**src/rtl/rbaot_pkg.sv**
```systemverilog
// Shared types and codes for the relay bank auto-off timer.
package rbaot_pkg;

	// Channel count of the bank; only four channels have registers and outputs.
	localparam int CHANNELS   = 4;
	localparam int EFF_CH     = (CHANNELS < 4) ? CHANNELS : 4;
	localparam int CH_IDX_W   = (EFF_CH > 1) ? $clog2(EFF_CH) : 1;

	localparam int ADDR_W     = 5;
	localparam int DATA_W     = 32;

	// Register indexes (byte address / 4)
	localparam logic [2:0] REG_RELAY_COUNT = 3'd0;
	localparam logic [2:0] REG_ACTIVE_LOW  = 3'd1;
	localparam logic [2:0] REG_MAX_ON_CH0  = 3'd2;
	localparam logic [2:0] REG_MAX_ON_CH1  = 3'd3;
	localparam logic [2:0] REG_MAX_ON_CH2  = 3'd4;
	localparam logic [2:0] REG_MAX_ON_CH3  = 3'd5;

	// Command codes
	localparam logic [2:0] FN_TICK     = 3'd0;
	localparam logic [2:0] FN_ON       = 3'd1;
	localparam logic [2:0] FN_OFF      = 3'd2;
	localparam logic [2:0] FN_TIMED_ON = 3'd3;
	localparam logic [2:0] FN_STATUS   = 3'd4;

	// Result status codes
	localparam logic [1:0] STAT_DONE      = 2'd0;
	localparam logic [1:0] STAT_BAD_INDEX = 2'd1;
	localparam logic [1:0] STAT_NOP       = 2'd2;

	typedef struct packed {
		logic [2:0]  func;
		logic [3:0]  relay_index;
		logic [15:0] seconds;
		logic [31:0] current_time;
	} cmd_t;

	typedef struct packed {
		logic [3:0] pin_levels;
		logic [3:0] on_mask;
		logic [2:0] expired_count;
		logic [1:0] status;
	} res_t;

endpackage

```
**src/rtl/relay_bank_auto_off_timer_core.sv**
```systemverilog
// Relay bank auto-off timer: command sequencer, deadline store and register port.
//
// Usage
//  - cmd channel: cmd_valid / cmd_stall / cmd. An item is taken at a rising edge
//    with cmd_valid high and cmd_stall low. cmd_stall is high while an item is
//    being worked on.
//  - res channel: res_valid / res_stall / res. One result item per command item,
//    held steady in an output register until taken.
//  - APB-style register port: relay_count, active_low_mask, max_on_ch0..3 at
//    byte addresses 0, 4, .. 20; pready is always high. Write only while idle.
// Timing
//  - A tick walks the deadline store through one shared 32-bit compare, one
//    channel a cycle, then loads its result in the final step. Other commands
//    add now + span in one adder in the exec step, then load in the final step.
//    The next item is taken the cycle after the result is loaded.
//  - When the receiver stalls, the finished result waits in the output
//    register; one more item may be worked on, and it then waits in the final
//    step until the output register frees.
// Reset clears all registers, switches every relay off and disarms all
// deadlines; no clearing pass is needed.
module relay_bank_auto_off_timer_core (
	input  logic                          clk,
	input  logic                          arst_n,
	// command channel
	input  logic                          cmd_valid,
	output logic                          cmd_stall,
	input  rbaot_pkg::cmd_t               cmd,
	// result channel
	output logic                          res_valid,
	input  logic                          res_stall,
	output rbaot_pkg::res_t               res,
	// register port
	input  logic                          psel,
	input  logic                          penable,
	input  logic                          pwrite,
	input  logic [rbaot_pkg::ADDR_W-1:0]  paddr,
	input  logic [rbaot_pkg::DATA_W-1:0]  pwdata,
	output logic [rbaot_pkg::DATA_W-1:0]  prdata,
	output logic                          pready
);

	typedef enum logic [1:0] {
		ST_IDLE,
		ST_SCAN,
		ST_EXEC,
		ST_FINISH
	} state_t;

	// config registers
	logic [2:0]  relay_count_q;
	logic [3:0]  active_low_q;
	logic [15:0] max_on_q [4];

	// block state
	state_t                          state_q;
	logic [3:0]                      on_bits_q;
	logic [31:0]                     deadline_q [rbaot_pkg::EFF_CH];
	logic [rbaot_pkg::CH_IDX_W-1:0]  scan_cnt_q;

	// latched item and result fields
	logic [2:0]  func_q;
	logic [3:0]  idx_q;
	logic [15:0] secs_q;
	logic [31:0] now_q;
	logic [2:0]  expired_q;
	logic [1:0]  status_q;

	logic            res_valid_q;
	rbaot_pkg::res_t res_q;

	// ---------------------------------------------------------------
	// Register port
	// ---------------------------------------------------------------
	logic       cfg_wr;
	logic [2:0] cfg_idx;

	assign pready  = 1'b1;
	assign cfg_wr  = psel && penable && pwrite && pready;
	assign cfg_idx = paddr[rbaot_pkg::ADDR_W-1:2];

	always_ff @(posedge clk or negedge arst_n) begin
		if (!arst_n) begin
			relay_count_q <= '0;
			active_low_q  <= '0;
			for (int i = 0; i < 4; i++) begin
				max_on_q[i] <= '0;
			end
		end else if (cfg_wr) begin
			unique case (cfg_idx)
				rbaot_pkg::REG_RELAY_COUNT: relay_count_q <= pwdata[2:0];
				rbaot_pkg::REG_ACTIVE_LOW:  active_low_q  <= pwdata[3:0];
				rbaot_pkg::REG_MAX_ON_CH0:  max_on_q[0]   <= pwdata[15:0];
				rbaot_pkg::REG_MAX_ON_CH1:  max_on_q[1]   <= pwdata[15:0];
				rbaot_pkg::REG_MAX_ON_CH2:  max_on_q[2]   <= pwdata[15:0];
				rbaot_pkg::REG_MAX_ON_CH3:  max_on_q[3]   <= pwdata[15:0];
				default: ;
			endcase
		end
	end

	always_comb begin
		prdata = '0;
		unique case (cfg_idx)
			rbaot_pkg::REG_RELAY_COUNT: prdata = {29'd0, relay_count_q};
			rbaot_pkg::REG_ACTIVE_LOW:  prdata = {28'd0, active_low_q};
			rbaot_pkg::REG_MAX_ON_CH0:  prdata = {16'd0, max_on_q[0]};
			rbaot_pkg::REG_MAX_ON_CH1:  prdata = {16'd0, max_on_q[1]};
			rbaot_pkg::REG_MAX_ON_CH2:  prdata = {16'd0, max_on_q[2]};
			rbaot_pkg::REG_MAX_ON_CH3:  prdata = {16'd0, max_on_q[3]};
			default:                    prdata = '0;
		endcase
	end

	// ---------------------------------------------------------------
	// Datapath: one deadline read port, one 32-bit compare unit and one 32-bit add unit
	// ---------------------------------------------------------------
	localparam logic [2:0] EFF_CH_N = 3'(rbaot_pkg::EFF_CH);
	localparam logic [rbaot_pkg::CH_IDX_W-1:0] LAST_CH =
		rbaot_pkg::CH_IDX_W'(rbaot_pkg::EFF_CH - 1);
	localparam logic [rbaot_pkg::CH_IDX_W-1:0] CH_STEP = rbaot_pkg::CH_IDX_W'(1);

	logic [2:0]                      in_use;
	logic [rbaot_pkg::CH_IDX_W-1:0]  rd_idx;
	logic [31:0]                     dl_rd;
	logic                            ch_used;
	logic                            expire_hit;
	logic [15:0]                     span;
	logic [31:0]                     new_deadline;
	logic                            cmd_take;
	logic                            res_free;

	// channels in use, clipped to the bank size
	assign in_use = (relay_count_q > EFF_CH_N) ? EFF_CH_N : relay_count_q;

	assign rd_idx = (state_q == ST_SCAN) ? scan_cnt_q : idx_q[rbaot_pkg::CH_IDX_W-1:0];
	assign dl_rd  = deadline_q[rd_idx];

	// scan: armed and due
	assign ch_used    = {{(3 - rbaot_pkg::CH_IDX_W){1'b0}}, scan_cnt_q} < in_use;
	assign expire_hit = ch_used && (dl_rd != '0) && (dl_rd <= now_q);

	// exec: clamp and add (wraps at 32 bits)
	always_comb begin
		span = max_on_q[idx_q[1:0]];
		if (func_q == rbaot_pkg::FN_TIMED_ON && secs_q < span) begin
			span = secs_q;
		end
	end
	assign new_deadline = now_q + {16'd0, span};

	assign cmd_stall = (state_q != ST_IDLE);
	assign cmd_take  = cmd_valid && !cmd_stall;
	assign res_free  = !res_valid_q || !res_stall;
	assign res_valid = res_valid_q;
	assign res       = res_q;

	// ---------------------------------------------------------------
	// Sequencer
	// ---------------------------------------------------------------
	always_ff @(posedge clk or negedge arst_n) begin
		if (!arst_n) begin
			state_q     <= ST_IDLE;
			on_bits_q   <= '0;
			scan_cnt_q  <= '0;
			func_q      <= '0;
			idx_q       <= '0;
			secs_q      <= '0;
			now_q       <= '0;
			expired_q   <= '0;
			status_q    <= rbaot_pkg::STAT_DONE;
			res_valid_q <= 1'b0;
			res_q       <= '0;
			for (int c = 0; c < rbaot_pkg::EFF_CH; c++) begin
				deadline_q[c] <= '0;
			end
		end else begin
			// the final step reloads the output register itself
			if (res_valid_q && !res_stall && state_q != ST_FINISH) begin
				res_valid_q <= 1'b0;
			end
			unique case (state_q)
				ST_IDLE: begin
					if (cmd_take) begin
						func_q     <= cmd.func;
						idx_q      <= cmd.relay_index;
						secs_q     <= cmd.seconds;
						now_q      <= cmd.current_time;
						expired_q  <= '0;
						status_q   <= rbaot_pkg::STAT_DONE;
						scan_cnt_q <= '0;
						state_q    <= (cmd.func == rbaot_pkg::FN_TICK) ? ST_SCAN : ST_EXEC;
					end
				end
				ST_SCAN: begin
					if (expire_hit) begin
						on_bits_q[scan_cnt_q] <= 1'b0;
						deadline_q[scan_cnt_q] <= '0;
						expired_q <= expired_q + 3'd1;
					end
					if (scan_cnt_q == LAST_CH) begin
						scan_cnt_q <= '0;
						state_q    <= ST_FINISH;
					end else begin
						scan_cnt_q <= scan_cnt_q + CH_STEP;
					end
				end
				ST_EXEC: begin
					case (func_q) inside
						rbaot_pkg::FN_ON, rbaot_pkg::FN_OFF, rbaot_pkg::FN_TIMED_ON: begin
							if (func_q == rbaot_pkg::FN_TIMED_ON && secs_q == '0) begin
								status_q <= rbaot_pkg::STAT_NOP;
							end else if (idx_q >= {1'b0, in_use}) begin
								status_q <= rbaot_pkg::STAT_BAD_INDEX;
							end else if (func_q == rbaot_pkg::FN_OFF) begin
								on_bits_q[idx_q[1:0]] <= 1'b0;
							end else begin
								on_bits_q[idx_q[1:0]] <= 1'b1;
								deadline_q[rd_idx]    <= new_deadline;
							end
						end
						rbaot_pkg::FN_STATUS: status_q <= rbaot_pkg::STAT_DONE;
						default:              status_q <= rbaot_pkg::STAT_NOP;
					endcase
					state_q <= ST_FINISH;
				end
				ST_FINISH: begin
					// waits here while the previous result is still held
					if (res_free) begin
						res_valid_q         <= 1'b1;
						res_q.pin_levels    <= on_bits_q ^ active_low_q;
						res_q.on_mask       <= on_bits_q;
						res_q.expired_count <= expired_q;
						res_q.status        <= status_q;
						state_q             <= ST_IDLE;
					end
				end
				default: state_q <= ST_IDLE;
			endcase
		end
	end

	// ---------------------------------------------------------------
	// Assertions
	// ---------------------------------------------------------------
	a_cmd_to_exec: assert property (@(posedge clk) disable iff (!arst_n)
		(cmd_take && cmd.func != rbaot_pkg::FN_TICK) |=> (state_q == ST_EXEC))
		else $error("non-tick item did not go to exec");

	a_tick_to_scan: assert property (@(posedge clk) disable iff (!arst_n)
		(cmd_take && cmd.func == rbaot_pkg::FN_TICK) |=> (state_q == ST_SCAN))
		else $error("tick did not start a scan");

	a_count_range: assert property (@(posedge clk) disable iff (!arst_n)
		res_valid_q |-> (res_q.expired_count <= EFF_CH_N))
		else $error("expired count exceeds bank size");

	a_status_nocount: assert property (@(posedge clk) disable iff (!arst_n)
		(res_valid_q && res_q.status != rbaot_pkg::STAT_DONE) |-> (res_q.expired_count == '0))
		else $error("failed command reports expiries");

	a_on_bits_src: assert property (@(posedge clk) disable iff (!arst_n)
		!$stable(on_bits_q) |-> ($past(state_q) == ST_SCAN || $past(state_q) == ST_EXEC))
		else $error("relay bits changed outside scan or exec");

	a_res_load: assert property (@(posedge clk) disable iff (!arst_n)
		(state_q == ST_FINISH && res_free) |=> (res_valid_q && state_q == ST_IDLE))
		else $error("finished item not loaded into output register");

endmodule
```
**config.mk**
```make
export PLATFORM = sky130hd
export DESIGN_NAME = relay_bank_auto_off_timer_core
export DESIGN_NICKNAME = d
export VERILOG_FILES = /design/src/rtl/rbaot_pkg.sv /design/src/rtl/relay_bank_auto_off_timer_core.sv
export SDC_FILE = /design/constraint.sdc
export NUM_CORES = 1
export LEC_CHECK = 0
export BUFFER_PORTS_ARGS = -buffer_cell sky130_fd_sc_hd__buf_2
export CORE_ASPECT_RATIO = 2
export CORE_MARGIN = 1.5
export CORE_UTILIZATION = 45
export DETAILED_ROUTE_END_ITERATION = 10
export HOLD_SLACK_MARGIN = 0.1
export PLACE_DENSITY = 0.6
export SYNTH_ARGS = -nofsm -noshare
export SYNTH_HDL_FRONTEND = slang
export SYNTH_SLANG_ARGS = --single-unit
```
**constraint.sdc**
```tcl
create_clock -name clk -period 9.25 [get_ports clk]
set_clock_uncertainty 0.2 [all_clocks]
set_input_delay 1.85 -clock clk [delete_from_list [all_inputs] [get_ports clk]]
set_output_delay 1.85 -clock clk [all_outputs]
set_load 0.02 [all_outputs]
```
==> metrics.md <==
| Metric | Value |
|---|---|
| Outcome | complete, no violations |
| Buf+Inv Stages, Crit Path | 4 |
| CTS tree | done |
| Worst Max-Slew Pin Slew | 1.07 ns |
| Core area | 34100 µm² |
| Max-cap violations | 0 |
| Vias in the first global route | 11738 |
| Height of the die | 265 µm |
| Critical Path RT | 9.54 ns |
| Via count | 11012 |
| Gr usage total | 24.9% |
| Gpl congestion | 0.837 |
| Fillers | 3118 |
| Final TNS setup | 0 ns |
| Slew headroom | 28.3% |
| Crit-path slowest cell | o21ai_1 |
| Worst-path clk slew | 0.06 ns |
| TritonCTS sink count | 281 |
| Ys flop type | dfrtp_1 |
| Critical Path AT | 7.23 ns |
| Share of cells above drive strength 1 | 29.1% |
| Synth Instances | 1260 |
| Worst hold path stage count | 1 |
| Final Setup Violations | 0 |
| Hold Path Class | reg -> reg |
| Root Driver | clkbuf_16 |
| Max VDD drop | 0.000167 V |
| Share of synthesized cell area in and, or, nand and nor gates | 6.44% |
| Detailed-route wire length | 43.3 mm |
| Number of synthesized flops with an enable pin | 0 |
| Synth Area in Adders | 6.35% |
| Critical Path Stages | 22 |
| Slew Limit Fails | 0 |
| CTS buffer count | 28 |
| Compound-Gate Fraction of Synth Area | 14.3% |
| Met3 Routed Length | 1.70 mm |
| Post-synthesis mux area share | 20.8% |
| Total power draw | 6.46 mW |
| Initial antenna violation count | 2 |
| P_leak | 8.07 nW |
| Remaining global-route overflow | 0 |
| Critical setup path kind | reg -> reg |
| Global-route wire length before repair | 68.2 mm |
| CTS-repair resized insts | 0 |
| Fin crit share | 75.0% |
| WL met1 | 15.6 mm |
| Vias per inst | 6.09 |
| Util after Layout | 50.6% |
| Pre-CTS setup slack | 2.33 ns |
| Yosys cell types | 65 |
| Hold buffer count at cts | 0 |
| Final nets | 1522 |
| Area Overhead vs Synth | 11.3% |
| Core Rows | 96 |
| Final worst setup slack | 2.31 ns |
| Crit path max-delay family | compound AO/OA/AOI/OAI gates |
| Worst Reg-to-Reg Cells | 22 |
| Pre-antenna DRT Iters | 5 |
| Largest family of logic cells by synthesized area | multiplexers |
| CP Cell Sequence | buf_4 -> mux4_2 -> inv_1 -> ha_1 -> a21o_1 -> a21oi_1 -> o21ai_0 -> a41oi_1 -> o21ai_1 -> buf_4 -> mux2_2 -> ha_1 -> inv_1 -> fa_1 -> nand2b_1 -> a21oi_1 -> o41ai_1 -> o21ai_0 -> o21ai_1 -> nor3_1 -> xnor2_1 -> a22o_1 |
| Post-synth ARST share | 100% |
| Post-DRT Antenna Nets | 0 |
| Dpl hpwl | 31.1 mm |
| Top sig layer | met5 |
| Yosys warnings | 0 |
| Final Hold Vio Count | 0 |
| Final non-filler cell total | 1807 |
| Post-DR wirelength/cell | 24.0 µm |
| Chip width | 134 µm |
| RSZ-0062 raised after global routing | false |
| Share of the yosys chip area belonging to registers | 45.4% |
| DRC viols | 0 |
| IO Count | 147 |
| Post-route minimum period | 6.94 ns |
| WL met2 | 23.9 mm |
| Pin count of the biggest net entering global routing | 86 |
| Total setup buffers inserted after CTS | 0 |
| Placed cells | 1756 |
| Mapped cell area | 15500 µm² |
| Port buffer count | 111 |
| Crit end category | flop |
| Xor/xnor share of the synthesized area | 1.81% |
| N_diodes | 0 |
| Fmax | 144 MHz |
| Nature of the critical path startpoint | flop |
| Clock Latency Late Sink | 0.58 ns |
| Clock tree buffer depth | 3 |
| Seq cells post-synth | 281 |
| Die footprint | 35600 µm² |
| CP max FO | 24 |
| H-tree Lvls | 1 |
| Post-synthesis average cell area | 12.3 µm² |
| CP peak stage delay | 0.85 ns |
| DRT iter0 DRCs | 599 |
| Initial core utilization | 45.4% |
| Power Density | 375 nW/µm² |
cells in the mapped netlist (5+ instances only):
cell       instances  area share (%)
inv_1             66             1.6
a22o_1           119             6.7
clkbuf_1          31            0.75
o2bb2ai_1          8            0.45
a22oi_1            5            0.24
a32o_1             8            0.52
nand4_1           13            0.52
mux4_2            48             7.0
o21a_1             8            0.39
xnor2_1           29             1.6
nor2_1            42             1.0
buf_6             15             1.1
nor3_1             9            0.29
or3_1              5            0.20
mux2i_1           32             2.1
buf_1              6            0.15
nor4_1            32             1.3
buf_2             14            0.45
nand3_1           20            0.65
mux2_2           158              11
nand2_1           34            0.82
nand2b_1          11            0.44
nor2b_1            5            0.20
a21oi_1           35             1.1
and3_1             6            0.24
o21ai_0           24            0.78
buf_4             17            0.82
ha_1              77             6.2
a21o_1            16            0.78
o22ai_1           20            0.81
dfrtp_1          281              45
final cells by class:
cell class | instances | area [µm²] | share of cell area (%)
Clock buffer | 40 | 807 | 4.68
Clock inverter | 11 | 113 | 0.653
Inverter | 66 | 248 | 1.44
Multi-Input combinational cell | 845 | 7840 | 45.5
Sequential cell | 281 | 7030 | 40.8
Tap cell | 441 | 552 | 3.20
Timing Repair Buffer | 123 | 656 | 3.80
kinds of logic (layout without fill, tap and decap cells):
family	after synthesis	in the layout
flops	281	281
xor+xnor	32	32
buf+inv	149	240
mux	241	241
fa+ha+maj	78	78
compound gates	285	285
other cells	2	17
simple gates	192	192
worst paths after layout:
check	startpoint	endpoint	slack [ns]
worst max-delay path	idx_q[0]	deadline_q[82]	2.31
worst min register to register	res[1]	res[1]	0.30
worst max register to register	idx_q[0]	deadline_q[82]	2.31
min in group asynchronous	arst_n	now_q[17]	1.10
worst min-delay path	res[1]	res[1]	0.30
max in group asynchronous	arst_n	max_on_q[22]	6.37
per-layer routing:
layer / track usage (%) / up-vias
li1: - / 4919
met1: 26.5 / 5682
met2: 47.1 / 303
met3: 3.39 / 104
met4: 12.6 / 4
met5: 0 / -
worst reg2reg max path, cell delays in order (launching register included):
cell and delay (ns):
dfrtp_1 0.37, buf_4 0.42, mux4_2 0.61, inv_1 0.08, ha_1 0.24, a21o_1 0.18
a21oi_1 0.13, o21ai_0 0.17, a41oi_1 0.26, o21ai_1 0.11, buf_4 0.21, mux2_2 0.28
ha_1 0.21, inv_1 0.08, fa_1 0.17, nand2b_1 0.18, a21oi_1 0.14, o41ai_1 0.63
o21ai_0 0.30, o21ai_1 0.85, nor3_1 0.13, xnor2_1 0.67, a22o_1 0.23
cell usage in the layout (no fill, tap or decap), types with 4 or more instances in the layout:
cell / count
mux2_2: 158
o21a_1: 8
a211oi_1: 4
nand2_2: 4
nor2_1: 36
a21oi_1: 35
a22oi_1: 5
buf_4: 12
buf_2: 110
clkbuf_8: 4
nand3_1: 20
a211o_4: 4
inv_1: 66
or3_1: 5
nor3_1: 7
nor4_1: 32
nand2_1: 33
or4_1: 4
and3_1: 6
a221o_1: 4
nand2b_1: 11
a211o_1: 4
xnor2_1: 29
mux4_2: 48
a22o_1: 119
clkinv_2: 7
ha_1: 77
clkbuf_16: 29
mux2i_1: 31
o22ai_1: 20
nand4_1: 13
dfrtp_1: 281
o2bb2ai_1: 8
o21ai_0: 24
clkbuf_1: 7
nor2_4: 4
a32o_1: 8
a21o_1: 16
nor2b_1: 5
conb_1: 17
sequential cells by signal (all words and copies together) (netlist names), 3 cells and up, named ones only:
name / flops
secs_q: 16
res: 13
now_q: 32
func_q: 3
active_low_q: 4
relay_count_q: 3
idx_q: 4
deadline_q: 128
max_on_q: 64
expired_q: 3
stage by stage:
step                cell area, µm²  hold slack, ns
floorplan                    15600           0.273
global placement             16300           0.288
detailed placement           16300           0.294
CTS                          17200           0.308
global route                 17200           0.313
finish                       17200           0.300
report_power, final:
part | switching (mW) | leakage (nW) | internal [mW]
sequential | 0.439 | 3.68 | 1.65
combinational | 1.83 | 3.93 | 1.37
clock | 0.497 | 0.459 | 0.663
No activity file was read; power rests on OpenSTA's default activity.
